==> src/rtl/core/tsb_pkg.sv <==
`timescale 1ns / 1ps
`default_nettype none
package tsb_pkg;

  localparam int COORD_W   = 16;
  localparam int QUERY_W   = 12;
  localparam int SUBPIX_W  = 4;
  localparam int WEIGHT_W  = 16;
  localparam int FRAC_W    = 14;
  localparam int REG_IDX_W = 3;

  localparam logic OP_SPAN = 1'b0;
  localparam logic OP_BARY = 1'b1;

  localparam logic [REG_IDX_W-1:0] REG_V0X = 3'd0;
  localparam logic [REG_IDX_W-1:0] REG_V0Y = 3'd1;
  localparam logic [REG_IDX_W-1:0] REG_V1X = 3'd2;
  localparam logic [REG_IDX_W-1:0] REG_V1Y = 3'd3;
  localparam logic [REG_IDX_W-1:0] REG_V2X = 3'd4;
  localparam logic [REG_IDX_W-1:0] REG_V2Y = 3'd5;

  localparam int DIV_NUM_W = 50;
  localparam int DIV_DEN_W = 35;
  localparam int DIV_Q_W   = 16;
  localparam int DIV_LAT   = DIV_Q_W + 1;
  localparam int LATENCY   = DIV_LAT + 5;

  typedef struct packed {
    logic                      opcode;
    logic signed [QUERY_W-1:0] query_x;
    logic signed [QUERY_W-1:0] query_y;
  } in_t;

  typedef struct packed {
    logic                      span_found;
    logic signed [COORD_W-1:0] span_left;
    logic signed [COORD_W-1:0] span_right;
    logic [WEIGHT_W-1:0]       weight0;
    logic [WEIGHT_W-1:0]       weight1;
    logic [WEIGHT_W-1:0]       weight2;
    logic                      degenerate;
  } out_t;

endpackage
`default_nettype wire

==> src/rtl/core/tsb_div.sv <==
`timescale 1ns / 1ps
`default_nettype none
module tsb_div
  import tsb_pkg::*;
#(
  parameter int NUM_W = DIV_NUM_W,
  parameter int DEN_W = DIV_DEN_W,
  parameter int Q_W   = DIV_Q_W
) (
  input  logic             clk,
  input  logic [NUM_W-1:0] num,
  input  logic [DEN_W-1:0] den,
  output logic [Q_W-1:0]   quo,
  output logic             sat
);

  logic [DEN_W-1:0] rem [Q_W+1];
  logic [DEN_W-1:0] dr  [Q_W+1];
  logic [Q_W-1:0]   low [Q_W+1];
  logic [Q_W-1:0]   qb  [Q_W+1];
  logic             sf  [Q_W+1];

  always_ff @(posedge clk) begin
    sf[0]  <= NUM_W'(num[NUM_W-1:Q_W]) >= NUM_W'(den);
    rem[0] <= DEN_W'(num[NUM_W-1:Q_W]);
    low[0] <= num[Q_W-1:0];
    qb[0]  <= '0;
    dr[0]  <= den;
  end

  for (genvar k = 1; k <= Q_W; k++) begin : g_step
    logic [DEN_W:0] trial;
    logic           ge;
    assign trial = {rem[k-1], low[k-1][Q_W-1]};
    assign ge    = trial >= {1'b0, dr[k-1]};
    always_ff @(posedge clk) begin
      rem[k] <= ge ? DEN_W'(trial - {1'b0, dr[k-1]}) : DEN_W'(trial);
      low[k] <= low[k-1] << 1;
      qb[k]  <= {qb[k-1][Q_W-2:0], ge};
      dr[k]  <= dr[k-1];
      sf[k]  <= sf[k-1];
    end
  end

  assign quo = qb[Q_W];
  assign sat = sf[Q_W];

endmodule
`default_nettype wire

==> config.mk <==
export PLATFORM = sky130hd
export DESIGN_NAME = tsb_div
export DESIGN_NICKNAME = d
export VERILOG_FILES = /design/src/rtl/core/tsb_pkg.sv /design/src/rtl/core/tsb_div.sv
export SDC_FILE = /design/constraint.sdc
export NUM_CORES = 2
export LEC_CHECK = 0
export ABC_CLOCK_PERIOD_IN_PS = 4600
export BUFFER_PORTS_ARGS = -buffer_cell sky130_fd_sc_hd__buf_2
export CAP_MARGIN = 20
export CORE_MARGIN = 2
export CORE_UTILIZATION = 60
export DETAILED_ROUTE_END_ITERATION = 7
export GPL_TIMING_DRIVEN = 0
export PLACE_DENSITY_LB_ADDON = 0.08
export SETUP_SLACK_MARGIN = 0.5
export SLEW_MARGIN = 15
export SYNTH_ARGS = -nofsm -noshare
export SYNTH_HDL_FRONTEND = slang
export SYNTH_SLANG_ARGS = --single-unit
==> constraint.sdc <==
create_clock -name clk -period 4.6 [get_ports clk]
set_input_delay 0.46 -clock clk [delete_from_list [all_inputs] [get_ports clk]]
set_output_delay 0.46 -clock clk [all_outputs]
set_load 0.005 [all_outputs]
Yosys cells after proc, flatten, opt, wreduce, memory -nomap -nowiden
Memories as Yosys holds them, arrays and structs flattened.
Index checks and enable logic that the tools add are counted.
- logic and storage cells: 54
- input port bits: 86
- register bits: 0
- output and inout port bits: 17
- memories: 5
- RAM bits: 1751
- memories (name ; words ; bits a word ; read ports ; clocked after Yosys merged registers in ; wr ports ; RTL line ; source):
    dr ; 17 ; 35 ; 16 ; 0 ; 17 ; tsb_div.sv:18 ; logic [DEN_W-1:0] dr [Q_W+1];
    rem ; 17 ; 35 ; 16 ; 0 ; 17 ; tsb_div.sv:17 ; logic [DEN_W-1:0] rem [Q_W+1];
    low ; 17 ; 16 ; 16 ; 0 ; 17 ; tsb_div.sv:19 ; logic [Q_W-1:0] low [Q_W+1];
    qb ; 17 ; 16 ; 17 ; 0 ; 17 ; tsb_div.sv:20 ; logic [Q_W-1:0] qb [Q_W+1];
    sf ; 17 ; 1 ; 17 ; 0 ; 17 ; tsb_div.sv:21 ; logic sf [Q_W+1];
- mux-type cells: 16
- $lt $le $gt $ge: 17
- add/subtract/negate cells: 16
- operators with widths (operator ; count):
    $ge A36 B35 Y1 ; 16
    $mux W35 ; 16
    $sub A35 B35 Y35 ; 16
    $ge A34 B35 Y1 ; 1

Logic depth before layout (Yosys ltp)
- depth in word-level cells: 2
- mapped depth: 16
- gate-level depth less buffers: 14

Worst setup path before layout
No wires, ideal clock.
- kind: flip-flop to flip-flop
- start: memory low[0][207] in the netlist's numbering
- end: memory rem[0][457] in the netlist's numbering
- arrival time: 3.058 ns
- cell stages (with the launch flop): 15
- data required time: 4.472 ns
- setup time: 0.128 ns
- period minus slack after synthesis: 3.186 ns
- setup slack: 1.414 ns
- path buffers: 2
- cell sequence: dfxtp_1 -> inv_1 -> ha_1 -> fa_1 -> nand2b_1 -> a21oi_1 -> o31ai_1 -> a2111oi_0 -> o31ai_1 -> a221oi_1 -> nor2_1 -> clkbuf_1 -> clkbuf_1 -> nand2_1 -> o21ai_0
- RTL lines (element ; RTL line):
    start: declaration ; tsb_div.sv:19
    end: declaration ; tsb_div.sv:17

==> results.toml <==
[synth]
number_of_distinct_library_cells_after_synthesis = 84
syn_inst = 7078
ys_warn_count = 0
netlist_top_cells_area = "dfxtp_1, ha_1, a21oi_1"
synth_enable_flop_cells = 0
synth.yosys.seq_area_share_pct = 43.4
postSynthRegisterBits = 1408
synth_area_mm2 = 0.0649
synthMostInstantiatedCell = "dfxtp_1"
synth_top_cells_by_count = "dfxtp_1, inv_1, a21oi_1"
syn_nets = 7773
synth_top_area_share_pct = 43.4
async_reset_ff_share_pct = 0
netlist.top_cell.by_area = "dfxtp_1"
ys_dominant_reg_cell = "dfxtp_1"
synth_area_per_cell_um2 = 9.17

[setup_path]
cp_slowest_cell = "dfxtp_2"
largest_delay_share_family_worst_path = "compound AO/OA/AOI/OAI gates"
regToRegSetupSlack_ns = 0.55
critical_path_class = "reg2reg"
worst_ep_required_ns = 5.24
cp_max_fo = 10
critPathArrivalTime_ns = 4.69
cp_num_buf_inv = 3
worstSetupStartpoint = "low[0][95]$_DFF_P_"
crit_path_max_incr_delay_ns = 0.48
crit_top_cell = "a21oi_2"
start_kind = "flip-flop"
worstReg2RegStart = "low[0][95]$_DFF_P_"
worst_setup_path_end_kind = "flip-flop"
path_cells = "inv_1 -> ha_1 -> fa_1 -> nor2b_1 -> o21ai_0 -> a21oi_2 -> o41ai_4 -> a21oi_2 -> a21oi_2 -> o31ai_4 -> a31oi_1 -> clkbuf_4 -> clkinvlp_4 -> mux2_2"

[place]
placement.setup.worst_slack_ns = -0.585
hpwl_mm = 138
port_buffers = 102
globalplace.congestion = 1.07

[clock_tree]
worst_skew_pair.late_latency_ns = 0.76
cts.reportedPaths.clkPinSlew_ns = 0.06
clock_path_buffers = 3
cts_bufs_inserted = 148
htreeDepth = 4
cts.root.buffer_cell = "clkbuf_16"
sink_count = 1408
clock_tree_from_tritoncts = "done"

[route]
via_per_inst = 5.69
wirelength_mm = 177
route.detailed.wl_per_inst_um = 19.8
route.vias.total = 51000
initialDrtViolationCount = 2885
detail_route.first_pass.iterations = 6
antenna_violating_nets_post_route = 0
post-route-drc-count = 0

[pwr]
powerDensity_mw_per_mm2 = 799
design_power_total_uw = 58900
peakVddDrop_mv = 0.549
p_leak_uw = 0.0346

[final_layout]
antenna_cells = 0
nets = 8132
fillers = 8266
layout-drive-gt1-share_pct = 9.12
area_growth_pct = 13.5
final_util_pct = 68.7

[floorplanning]
core.rowCount = 120
fp.coreArea_mm2 = 0.107
chip_width_um = 333
start_util_pct = 60.5
die-area_mm2 = 0.111
boundaryPins = 103
fp.dieH_um = 333

[sta]
finClkSkew_ns = 0.0378
final_hold_viol_count = 0
slew_headroom_pct = 13.9
grt_setup_unrepaired = "yes"
maxSlewViolCount = 0
worst_pin_slew_ns = 1.28
period_minus_ws_final_ns = 4.05
post-route-period-util_pct = 88.0
maxClockFrequency_ghz = 0.247
setup_violations = 0
setup-tns-final_ns = 0
final.setup.worst_slack_ns = 0.551

[grt]
grt_util_all_layers_pct = 31.5
grt_first_pass_wirelength_mm = 273
gr-total-overflow = 0
grt_pass1_vias = 53200
grt_max_degree = 17
initial_antenna_violation_count = 1

[min_path]
hold_path.class = "reg2reg"
hp-start = "qb[11][6]$_DFF_P_"

[status]
status = "finished clean"

[run]
max-cap-violations = 0
## kinds of logic (layout without fill, tap and decap cells)
logic type               count (synthesis)  in the layout  synth area share [%]
adder cells (fa/ha/maj)                609            609                  11.9
multiplexers                           152            152                  2.69
AO/OA/AOI/OAI                         1982           1982                  19.0
XOR/XNOR                               454            454                  6.13
buffers and inverters                  927           1402                  5.50
AND/OR/NAND/NOR                       1546           1546                  11.3
flip-flops                            1408           1408                  43.4
## state kept, by name, indices dropped and copies added (netlist names)
name  count
dr      560
qb      136
sf       17
rem     559
low     136
## stage by stage
step	cells	hold slack, ns	instance area, µm²
floorplan	7078	0.310	64900
global placement	8583	0.310	67200
detailed placement	8588	0.312	67200
CTS	8944	0.300	73400
global route	8956	0.325	73700
finish	8956	0.319	73700
## where the power goes
part           switching, µW  internal [µW]  leakage [µW]
clock                   4980           7190       0.00248
sequential              1750          15800        0.0119
combinational          17100          12100        0.0203
## per-layer routing
metal	track usage, %	vias up	wire length, µm
li1	-	25300	-
met1	25.1	23600	55800
met2	63.1	1407	96000
met3	3.73	685	5130
met4	32.3	0	20300
met5	0	-	0
## layout by cell type (no fill, tap or decap), drive strengths merged, types with 17 or more instances in the layout
| master | n |
|---|---|
| and3 | 51 |
| clkinv | 34 |
| o21bai | 77 |
| xnor2 | 262 |
| dfxtp | 1408 |
| a21o | 331 |
| and4 | 17 |
| a31oi | 57 |
| nand2b | 85 |
| ha | 594 |
| or2 | 20 |
| o31ai | 47 |
| xor2 | 192 |
| nand3 | 102 |
| nand4 | 127 |
| buf | 163 |
| clkbuf | 353 |
| a21oi | 633 |
| a21boi | 20 |
| inv | 747 |
| nor2b | 86 |
| nor3 | 69 |
| o211ai | 29 |
| o21a | 67 |
| mux2 | 142 |
| dlygate4sd3 | 85 |
| a211oi | 53 |
| a211o | 24 |
| nor2 | 403 |
| and2 | 21 |
| o21ai | 494 |
| nor4 | 26 |
| nand2 | 485 |
## repair_timing
item | CTS | global route
gates cloned | 0 | 0
resized for setup | 97 | 63
endpoints found under the setup margin | 418 | 309
buffers inserted | 5 | 11
hold buffers | 85 | 0
hold endpoints to repair | 85 | 0
pin swaps | 5 | 9
## final timing paths
path,endpoint,cells after the start
max reg2reg,rem[0][237]$_DFF_P_,14
max,rem[0][237]$_DFF_P_,14
min,qb[12][7]$_DFF_P_,0
min reg2reg,qb[12][7]$_DFF_P_,0
## layout make-up
type	count	area, µm²	area share (%)
Inverter	741	2790	3.79
Buffer	186	897	1.22
Clock buffer	206	4260	5.78
Clock inverter	60	779	1.06
Multi-Input combinational cell	4743	33400	45.4
Timing Repair Buffer	209	1540	2.10
Tap cell	1403	1760	2.38
Sequential cell	1408	28200	38.3
No activity file was read; power rests on OpenSTA's default activity.
